`config.mk`:
```
export PLATFORM = sky130hd
export DESIGN_NAME = sound_level_zone_classifier_top
export DESIGN_NICKNAME = d
export VERILOG_FILES = /design/src/rtl/core/slzc_pkg.sv /design/src/rtl/core/slzc_cfg.sv /design/src/rtl/core/slzc_core.sv /design/src/rtl/core/sound_level_zone_classifier_top.sv
export SDC_FILE = /design/constraint.sdc
export NUM_CORES = 1
export LEC_CHECK = 0
export ABC_CLOCK_PERIOD_IN_PS = 26900
export BUFFER_PORTS_ARGS = -buffer_cell sky130_fd_sc_hd__buf_4
export CORE_UTILIZATION = 55
export DETAILED_ROUTE_END_ITERATION = 10
export GPL_TIMING_DRIVEN = 0
export PLACE_DENSITY = 0.72
export SETUP_SLACK_MARGIN = 0.15
export SYNTH_ARGS = -nofsm -noshare
export SYNTH_HDL_FRONTEND = slang
export SYNTH_HIERARCHICAL = 1
export SYNTH_SLANG_ARGS = --single-unit
```
`constraint.sdc`:
```
create_clock -name clk -period 26.9 [get_ports clk]
set_clock_uncertainty 0.15 [all_clocks]
set_input_delay 0 -clock clk [delete_from_list [all_inputs] [get_ports clk]]
set_output_delay 0 -clock clk [all_outputs]
set_load 0.01 [all_outputs]
```
`src/rtl/core/slzc_pkg.sv`:
```
// Shared types, constants and helper functions for the sound level zone classifier.
package slzc_pkg;

    localparam int LEVEL_W = 12;
    localparam int AVG_W   = 20;
    localparam int COLOR_W = 24;
    localparam int CHAN_W  = 8;
    localparam int IDX_W   = 4;
    localparam int DATA_W  = 24;
    localparam int GAIN_W  = 9;
    localparam int CMP_W   = 22;

    localparam logic [COLOR_W-1:0] QUIET_COLOR = 24'h00FF00;
    localparam logic [COLOR_W-1:0] WARN_COLOR  = 24'hFFFF00;
    localparam logic [COLOR_W-1:0] LOUD_COLOR  = 24'hFF0000;

    localparam logic [GAIN_W-1:0] GAIN_MAX = 9'd256;

    localparam logic [IDX_W-1:0] REG_MODE         = 4'd0;
    localparam logic [IDX_W-1:0] REG_MANUAL_COLOR = 4'd1;
    localparam logic [IDX_W-1:0] REG_ZONE_MASK    = 4'd2;
    localparam logic [IDX_W-1:0] REG_INACTIVE     = 4'd3;
    localparam logic [IDX_W-1:0] REG_LOW_THRESH   = 4'd4;
    localparam logic [IDX_W-1:0] REG_HIGH_THRESH  = 4'd5;
    localparam logic [IDX_W-1:0] REG_HYSTERESIS   = 4'd6;
    localparam logic [IDX_W-1:0] REG_GAIN         = 4'd7;

    localparam logic [1:0] MODE_CODE_INVALID = 2'd3;
    localparam logic [2:0] MASK_ALL          = 3'd7;

    typedef enum logic [1:0] {
        MODE_AUTO   = 2'd0,
        MODE_MANUAL = 2'd1,
        MODE_OFF    = 2'd2
    } mode_t;

    typedef enum logic [1:0] {
        ZONE_UNKNOWN = 2'd0,
        ZONE_QUIET   = 2'd1,
        ZONE_WARN    = 2'd2,
        ZONE_LOUD    = 2'd3
    } zone_t;

    typedef struct packed {
        mode_t              mode;
        logic [COLOR_W-1:0] manual_color;
        logic [2:0]         zone_mask;
        logic [7:0]         inactive_level;
        logic [7:0]         low_threshold_db;
        logic [7:0]         high_threshold_db;
        logic [7:0]         hysteresis;
        logic [GAIN_W-1:0]  smoothing_gain;
    } cfg_t;

    typedef struct packed {
        zone_t              zone;
        logic               zone_changed;
        logic [COLOR_W-1:0] rgb;
    } result_t;

    // Exact floor(x / 255) for any 16-bit x below 65280, which covers every 8-bit by 8-bit product.
    function automatic logic [CHAN_W-1:0] div255(input logic [15:0] x);
        logic [16:0] s;
        s = {1'b0, x} + {9'd0, x[15:8]} + 17'd1;
        return s[15:8];
    endfunction

    function automatic logic [COLOR_W-1:0] scale_color(input logic [COLOR_W-1:0] rgb,
                                                       input logic [7:0] lvl);
        logic [15:0] r;
        logic [15:0] g;
        logic [15:0] b;
        r = rgb[23:16] * lvl;
        g = rgb[15:8] * lvl;
        b = rgb[7:0] * lvl;
        return {div255(r), div255(g), div255(b)};
    endfunction

    function automatic zone_t classify(input logic [AVG_W-1:0] avg, input zone_t from,
                                       input cfg_t c);
        logic signed [CMP_W-1:0] v;
        logic signed [CMP_W-1:0] lo;
        logic signed [CMP_W-1:0] hi;
        logic signed [CMP_W-1:0] h;
        zone_t nz;
        v  = signed'({2'b00, avg});
        lo = signed'({2'b00, c.low_threshold_db, 12'd0});
        hi = signed'({2'b00, c.high_threshold_db, 12'd0});
        h  = signed'({6'd0, c.hysteresis, 8'd0});
        unique case (from)
            ZONE_QUIET:
            begin
                if (v > hi + h)      nz = ZONE_LOUD;
                else if (v > lo + h) nz = ZONE_WARN;
                else                 nz = ZONE_QUIET;
            end
            ZONE_WARN:
            begin
                if (v > hi + h)      nz = ZONE_LOUD;
                else if (v < lo - h) nz = ZONE_QUIET;
                else                 nz = ZONE_WARN;
            end
            ZONE_LOUD:
            begin
                if (v < lo - h)      nz = ZONE_QUIET;
                else if (v < hi - h) nz = ZONE_WARN;
                else                 nz = ZONE_LOUD;
            end
            ZONE_UNKNOWN:
            begin
                if (v > hi)      nz = ZONE_LOUD;
                else if (v > lo) nz = ZONE_WARN;
                else             nz = ZONE_QUIET;
            end
        endcase
        return nz;
    endfunction

    function automatic logic [COLOR_W-1:0] target_color(input zone_t z, input cfg_t c);
        logic [COLOR_W-1:0] lamp;
        logic               covered;
        logic [COLOR_W-1:0] col;
        if (c.zone_mask[2])      lamp = LOUD_COLOR;
        else if (c.zone_mask[1]) lamp = WARN_COLOR;
        else                     lamp = QUIET_COLOR;
        unique case (z)
            ZONE_QUIET:   covered = c.zone_mask[0];
            ZONE_WARN:    covered = c.zone_mask[1];
            ZONE_LOUD:    covered = c.zone_mask[2];
            ZONE_UNKNOWN: covered = 1'b1;
        endcase
        unique case (z)
            ZONE_QUIET:   col = QUIET_COLOR;
            ZONE_WARN:    col = WARN_COLOR;
            ZONE_LOUD:    col = LOUD_COLOR;
            ZONE_UNKNOWN: col = '0;
        endcase
        priority case (c.mode)
            MODE_OFF:    col = '0;
            MODE_MANUAL: col = c.manual_color;
            default:
            begin
                if (!covered)
                    col = (c.inactive_level == 8'd0) ? '0 : scale_color(lamp, c.inactive_level);
            end
        endcase
        return col;
    endfunction

endpackage

```
`src/rtl/core/slzc_cfg.sv`:
```
// Configuration register file with write decode and the clear pulse on entering auto mode.
module slzc_cfg (
    input  logic                        clk,
    input  logic                        rst_n,
    input  logic                        wr_en,
    input  logic [slzc_pkg::IDX_W-1:0]  wr_index,
    input  logic [slzc_pkg::DATA_W-1:0] wr_data,
    output slzc_pkg::cfg_t              cfg,
    output logic                        clear
);
    import slzc_pkg::*;

    cfg_t cfg_reg;
    cfg_t cfg_next;
    logic clear_next;

    always_comb
    begin
        cfg_next   = cfg_reg;
        clear_next = 1'b0;
        if (wr_en)
        begin
            unique case (wr_index)
                REG_MODE:
                begin
                    if (wr_data[1:0] != MODE_CODE_INVALID && wr_data[1:0] != cfg_reg.mode)
                    begin
                        cfg_next.mode = mode_t'(wr_data[1:0]);
                        clear_next    = (mode_t'(wr_data[1:0]) == MODE_AUTO);
                    end
                end
                REG_MANUAL_COLOR: cfg_next.manual_color = wr_data[COLOR_W-1:0];
                REG_ZONE_MASK:
                    cfg_next.zone_mask = (wr_data[2:0] == 3'd0) ? MASK_ALL : wr_data[2:0];
                REG_INACTIVE:     cfg_next.inactive_level    = wr_data[7:0];
                REG_LOW_THRESH:   cfg_next.low_threshold_db  = wr_data[7:0];
                REG_HIGH_THRESH:  cfg_next.high_threshold_db = wr_data[7:0];
                REG_HYSTERESIS:   cfg_next.hysteresis        = wr_data[7:0];
                REG_GAIN:         cfg_next.smoothing_gain    = wr_data[GAIN_W-1:0];
                default:          ;
            endcase
        end
    end

    always_ff @(posedge clk or negedge rst_n)
    begin
        if (!rst_n)
        begin
            cfg_reg.mode              <= MODE_AUTO;
            cfg_reg.manual_color      <= QUIET_COLOR;
            cfg_reg.zone_mask         <= MASK_ALL;
            cfg_reg.inactive_level    <= 8'd0;
            cfg_reg.low_threshold_db  <= 8'd55;
            cfg_reg.high_threshold_db <= 8'd70;
            cfg_reg.hysteresis        <= 8'd32;
            cfg_reg.smoothing_gain    <= 9'd64;
        end
        else
        begin
            cfg_reg <= cfg_next;
        end
    end

    assign cfg   = cfg_reg;
    assign clear = clear_next;

endmodule

```
`src/rtl/core/slzc_core.sv`:
```
// Average, zone state and the per-sample update that produces one result.
module slzc_core (
    input  logic                         clk,
    input  logic                         rst_n,
    input  slzc_pkg::cfg_t               cfg,
    input  logic                         clear,
    input  logic                         step,
    input  logic [slzc_pkg::LEVEL_W-1:0] level,
    output slzc_pkg::result_t            result
);
    import slzc_pkg::*;

    logic [AVG_W-1:0]  average_reg;
    logic [AVG_W-1:0]  average_next;
    logic              average_valid_reg;
    logic              average_valid_next;
    zone_t             zone_reg;
    zone_t             zone_next;

    logic [AVG_W-1:0]  x;
    logic [GAIN_W-1:0] gain;
    logic              rising;
    logic [AVG_W-1:0]  diff;
    logic [28:0]       prod;
    logic [AVG_W-1:0]  delta;
    logic [AVG_W-1:0]  avg_upd;
    zone_t             zone_upd;
    logic              auto_mode;

    assign auto_mode = (cfg.mode == MODE_AUTO);
    assign x         = {level, 8'd0};
    assign gain      = (cfg.smoothing_gain > GAIN_MAX) ? GAIN_MAX : cfg.smoothing_gain;
    assign rising    = (x >= average_reg);
    assign diff      = rising ? (x - average_reg) : (average_reg - x);
    // The rounded step never exceeds the distance, so it fits the average width.
    assign prod      = gain * diff + 29'd128;
    assign delta     = prod[27:8];

    always_comb
    begin
        if (!average_valid_reg)
            avg_upd = x;
        else if (rising)
            avg_upd = average_reg + delta;
        else
            avg_upd = average_reg - delta;
    end

    assign zone_upd = classify(avg_upd, zone_reg, cfg);

    always_comb
    begin
        average_next       = average_reg;
        average_valid_next = average_valid_reg;
        zone_next          = zone_reg;
        if (clear)
        begin
            average_next       = '0;
            average_valid_next = 1'b0;
            zone_next          = ZONE_UNKNOWN;
        end
        else if (step && auto_mode)
        begin
            average_next       = avg_upd;
            average_valid_next = 1'b1;
            zone_next          = zone_upd;
        end
    end

    always_comb
    begin
        result.zone         = auto_mode ? zone_upd : zone_reg;
        result.zone_changed = auto_mode && (zone_upd != zone_reg);
        result.rgb          = target_color(result.zone, cfg);
    end

    always_ff @(posedge clk or negedge rst_n)
    begin
        if (!rst_n)
        begin
            average_reg       <= '0;
            average_valid_reg <= 1'b0;
            zone_reg          <= ZONE_UNKNOWN;
        end
        else
        begin
            average_reg       <= average_next;
            average_valid_reg <= average_valid_next;
            zone_reg          <= zone_next;
        end
    end

endmodule

```
`src/rtl/core/sound_level_zone_classifier_top.sv`:
```
// Top level of the sound level zone classifier: input register, core and result register.
//
// Each level beat updates, in auto mode, an exponential average of the sound level,
// classifies it into the quiet, warn or loud zone with hysteresis, and returns one
// result beat with the zone, a zone-changed flag and the lamp colour. The block takes
// one level beat every cycle while the result register is empty or being emptied; an
// accepted beat waits in the input register, its result is held in an output register,
// and the input register can take one more beat while a result waits; the combinational
// average update loop sets the rate. Configuration writes are accepted every cycle and
// take effect from the next cycle; write them only while no level beat is in flight.
module sound_level_zone_classifier_top (
    input  logic                         clk,
    input  logic                         rst_n,
    input  logic                         in_valid,
    output logic                         in_ready,
    input  logic [slzc_pkg::LEVEL_W-1:0] level,
    output logic                         out_valid,
    input  logic                         out_ready,
    output logic [1:0]                   zone,
    output logic                         zone_changed,
    output logic [slzc_pkg::CHAN_W-1:0]  red,
    output logic [slzc_pkg::CHAN_W-1:0]  green,
    output logic [slzc_pkg::CHAN_W-1:0]  blue,
    input  logic                         cfg_valid,
    output logic                         cfg_ready,
    input  logic [slzc_pkg::IDX_W-1:0]   cfg_index,
    input  logic [slzc_pkg::DATA_W-1:0]  cfg_data
);
    import slzc_pkg::*;

    cfg_t             cfg;
    logic             clear;
    result_t          result;

    logic               in_valid_reg;
    logic               in_valid_next;
    logic [LEVEL_W-1:0] level_reg;
    logic               out_valid_reg;
    logic               out_valid_next;
    result_t            out_reg;
    logic               advance;

    assign cfg_ready = 1'b1;

    slzc_cfg u_cfg (
        .clk      (clk),
        .rst_n    (rst_n),
        .wr_en    (cfg_valid),
        .wr_index (cfg_index),
        .wr_data  (cfg_data),
        .cfg      (cfg),
        .clear    (clear)
    );

    // The held level moves on when the result register is empty or being emptied.
    assign advance  = in_valid_reg && (!out_valid_reg || out_ready);
    assign in_ready = !in_valid_reg || advance;

    slzc_core u_core (
        .clk    (clk),
        .rst_n  (rst_n),
        .cfg    (cfg),
        .clear  (clear),
        .step   (advance),
        .level  (level_reg),
        .result (result)
    );

    always_comb
    begin
        in_valid_next = in_valid_reg;
        if (in_ready)
            in_valid_next = in_valid;
        out_valid_next = out_valid_reg;
        if (advance)
            out_valid_next = 1'b1;
        else if (out_ready)
            out_valid_next = 1'b0;
    end

    always_ff @(posedge clk or negedge rst_n)
    begin
        if (!rst_n)
        begin
            in_valid_reg  <= 1'b0;
            out_valid_reg <= 1'b0;
        end
        else
        begin
            in_valid_reg  <= in_valid_next;
            out_valid_reg <= out_valid_next;
        end
    end

    always_ff @(posedge clk)
    begin
        if (in_valid && in_ready)
            level_reg <= level;
        if (advance)
            out_reg <= result;
    end

    assign out_valid    = out_valid_reg;
    assign zone         = out_reg.zone;
    assign zone_changed = out_reg.zone_changed;
    assign red          = out_reg.rgb[23:16];
    assign green        = out_reg.rgb[15:8];
    assign blue         = out_reg.rgb[7:0];

endmodule

```
---- Word-level counts from Yosys, hierarchy flattened ----
Index checks and enable logic that the tools add are counted.
operators by class
  $add $sub $neg .......................... 15
  multiplexer cells ....................... 33
  reductions and logical operators ........ 26
  equal/unequal tests ..................... 18
  shifts and indexed selects .............. 0
  bitwise operators ....................... 0
  divide/modulo/power cells ............... 0
  multiply operators ...................... 4
  $lt $le $gt $ge ......................... 8
operators by type and width
  cell                   number
  $mux 20                5
  $mux 24                4
  $pmux 24 s4            1
  $sub 20x20->20         3
  $add 16x1->16 const B  3
  $add 16x8->16          3
  $mul 8x8->16           3
  $pmux 24 s2            1
  $gt 21x22->1           2
  $lt 21x22->1           2
  $add 20x16->21         2
  $sub 20x16->21         2
  $gt 20x20->1           2
  $add 28x8->28 const B  1
  $mul 9x20->28          1
  $add 20x20->20         1
  $ge 20x20->1           1
  $mux 2                 10
  $eq 4x3->1 const B     4
  $reduce_and 2->1       7
  $eq 2x2->1 const B     5
  $gt 9x9->1 const B     1
  $mux 9                 1
  $eq 4x2->1 const B     2
  17 further kinds       37
word-level totals
  memories ................................ 0
  bits in writable memories ............... 0
  register bits after elaboration ......... 134
  memory bits (read-only) ................. 0
  word-level logic and storage cells ...... 121
  output and inout bits ................... 30
  latch bits .............................. 0

---- Depth between registers and ports, before layout ----
  depth in word-level cells ............... 16
  gate-level depth with buffers ........... 64

---- By module ----
The synthesis kept the hierarchy.
modules (own cells, without submodules)
  module                           area each (µm²)  seq. area each (µm²)  cells each  times used
  slzc_core                        15702.6          575.6                 1885        1
  slzc_cfg                         2842.7           1778.0                168         1
  sound_level_zone_classifier_top  1286.2           1221.2                49          1

---- Worst setup path before layout ----
OpenSTA, ideal clock, no wires.
  path kind ............................... reg2reg
  start point ............................. register u_core.average_reg[0]
  end point ............................... register out_reg, in the netlist red[7] (data pin)
  period minus slack after synthesis ...... 14323 ps
  required time ........................... 26614 ps
  slack ................................... 12577 ps
  path buffers ............................ 3
  stages on the path, launching flop included .. 62
  data arrival time ....................... 14037 ps
  library setup time ...................... 136 ps
  cell sequence ........................... dfrtp_1 clkbuf_1 inv_1 ha_1 nor3b_2 a41o_4 a211o_1 buf_2 nand2_1 clkbuf_1 nor2_1 xnor2_1 nand2_1 fa_1 inv_1 fa_1 inv_1 fa_1 (+26 left out) a21o_1 ha_1 nand3_1 nor2_1 a211oi_1 a31oi_1 nor2b_1 o31ai_1 a211oi_1 o21a_1 o31a_1 ha_1 a221o_1 mux2_2 a21oi_1 nor2b_1 or4b_2 nand3_1
RTL lines
  item                    line                                    text
  from (decl)             slzc_core.sv:13                         logic [AVG_W-1:0] average_reg;
  from (signal assigned)  slzc_core.sv:87                         average_reg <= average_next;
  to (signal assigned)    sound_level_zone_classifier_top.sv:100  out_reg <= result;
  to (decl)               sound_level_zone_classifier_top.sv:40   result_t out_reg;

==> flow_summary.json <==
{
  "netlist_instances": 2102,
  "timing_worst_setup_path_type": "register to register",
  "yosysSeqAreaShare_pct": 18.0,
  "finalHoldViolations": 0,
  "yosys_warnings": 6,
  "wirelength_um": 50900,
  "die_x_um": 192,
  "synth_top_cell_by_area": "fa_1",
  "core_area_um2": 35500,
  "yosysUniqueCellTypes": 112,
  "grtUsageTotal_pct": 28.9,
  "arrival_ns": 17.80,
  "die_h_um": 192,
  "overflow": 0,
  "synthFlopType": "dfrtp_1",
  "tritoncts": "done",
  "yosys.area.top_type_share_pct": 18.0,
  "cts_htree_levels": 4,
  "synth-edff-count": 39,
  "drv_cap": 0,
  "cts_made_buffers": 17,
  "drc": 0,
  "worstMarginPinSlew_ns": 1.36,
  "pin_count": 75,
  "grt_setup_unrepaired": "no",
  "synth_area_um2": 19800,
  "clkSinkCount": 134,
  "holdWs_ns": 0.0399,
  "syn_nets": 2588,
  "cpMaxStageDelayCell": "o41ai_1",
  "outcome": "complete, no violations",
  "path_delay_family": "compound AO/OA/AOI/OAI gates",
  "first_iter_violations": 1129,
  "slew_headroom_pct": 8.16,
  "cp-start-kind": "register",
  "post-route-min-period_ns": 17.65,
  "grt_pass1_vias": 16314,
  "max_freq_ghz": 0.0567,
  "ant_nets": 0,
  "grt_pass1_wl_um": 83500,
  "fin_nets": 2725,
  "fin_crit_sh_pct": 65.6,
  "tns_ns": 0,
  "path_clk_slew_ns": 0.06,
  "dpl.hpwl_um": 41300,
  "final_cell_mix": "ha_1 (263), inv_1 (246), fa_1 (178)",
  "slowest_delay_ns": 0.60,
  "hold_class": "input port to register",
  "clockBufferDepth": 2,
  "syn_avg_cell_area_um2": 9.43,
  "gp_congestion": 0.951,
  "syn_to_final_growth_pct": 10.8,
  "root_buffer": "clkbuf_16",
  "grt_max_degree": 96,
  "mostFrequentLayoutCell": "ha_1",
  "largest_reg_flops": 70,
  "first_pass_iters": 7,
  "synth_area_leaders": "fa_1 (18%), ha_1 (17%), dfrtp_1 (9.3%)",
  "diodes": 0,
  "required_ns": 27.05,
  "dp_slack_ns": 9.62,
  "drv_slew": 0,
  "fin_ws_ns": 9.25,
  "drive_above_1_share_pct": 11.4,
  "path_max_fanout": 10,
  "synth_seq_cells": 134,
  "initial_core_util_pct": 55.9,
  "insertion_delay_ns": 0.43,
  "drt-vias-per-instance": 5.87,
  "antenna_found_initial": 0,
  "routedWlPerCell_um": 18.7,
  "endpoint_kind": "register",
  "setup_viol": 0,
  "port_buffers": 71,
  "rows": 69,
  "vias": 15929,
  "cp_num_buf_inv": 8,
  "dieArea_um2": 36800,
  "synth_async_sr_flop_share_pct": 70.9
}
==> cell families (layout without fill, tap and decap cells) <==
kind of cell               after synthesis  in the layout  share of synthesized area [%]
muxes                                   85             85                           5.14
adders and majority gates              444            444                           34.7
xor gates and xnor gates               143            143                           6.46
and+or+nand+nor                        555            555                           14.0
buffers and inverters                  307            457                           6.12
other                                    1              1                         0.0189
AOI/OAI and AO/OA                      433            433                           15.5
DFF                                    134            134                           18.0
==> tightest hold or removal path, delay by kind of cell <==
kind,cells,cell delay (ns)
buf+inv,1,0.27
simple gates,1,0.20
compound gates,1,0.11
==> worst paths after layout <==
check                           depth (start not counted)  slack (ns)                     end                  start
worst max register to register                         61        9.25                green[7]  u_core/average_reg[0]
worst min register to register                          1        0.35           u_cfg/cfg[46]          u_cfg/cfg[46]
max in group asynchronous                               4       25.59           u_cfg/cfg[57]                  rst_n
worst min-delay path                                    3        0.04           u_cfg/cfg[68]           cfg_index[3]
worst max-delay path                                   61        9.25                green[7]  u_core/average_reg[0]
min in group asynchronous                               3        0.32  u_core/average_reg[14]                  rst_n
==> per-layer routing <==
| metal | routed length, µm | part of all wire (%) | vias to the layer above | track usage (%) |
|---|---|---|---|---|
| li1 | - | - | 7508 | - |
| met1 | 22200 | 44 | 7820 | 38.2 |
| met2 | 24700 | 49 | 518 | 49.3 |
| met3 | 2590 | 5.1 | 83 | 2.92 |
| met4 | 1370 | 2.7 | 0 | 9.58 |
| met5 | 0 | 0 | - | 0 |
==> metrics by stage <==
step | std cells | cell area (µm²) | util [%]
2_1_floorplan | 2102 | 19800 | -
3_3_place_gp | 2634 | 20900 | 59.0
3_5_place_dp | 2634 | 20900 | 59.0
4_1_cts | 2711 | 21900 | 61.8
5_1_grt | 2713 | 22000 | 61.9
6_report | 2713 | 22000 | 61.9
==> final cells by class <==
class | instances | area (µm²)
fill | 2939 | 13500
clock buffer | 19 | 433
clock inverter | 13 | 110
buffer | 59 | 283
inverter | 248 | 931
multi-input combinational | 1661 | 15000
sequential | 134 | 3570
timing repair buffer | 118 | 1020
tap | 461 | 577
==> cells in the mapped netlist (all sizes together) (42+ instances only) <==
cell type    n
inv        246
dfrtp       74
a21oi      114
nor2       151
ha         263
o21ai       79
fa         178
xnor2      102
nand2      167
a21o        42
mux2        72
==> timing repair <==
item | CTS | global route
buffers inserted | 0 | 0
endpoints found under the hold margin | 161 | 5
hold buffers | 45 | 1
gates resized for setup | 0 | 0
endpoints found under the setup margin | 0 | 0
Power is not shown: default switching activity piles up to over one toggle a cycle in this logic, so the estimate is an artifact.
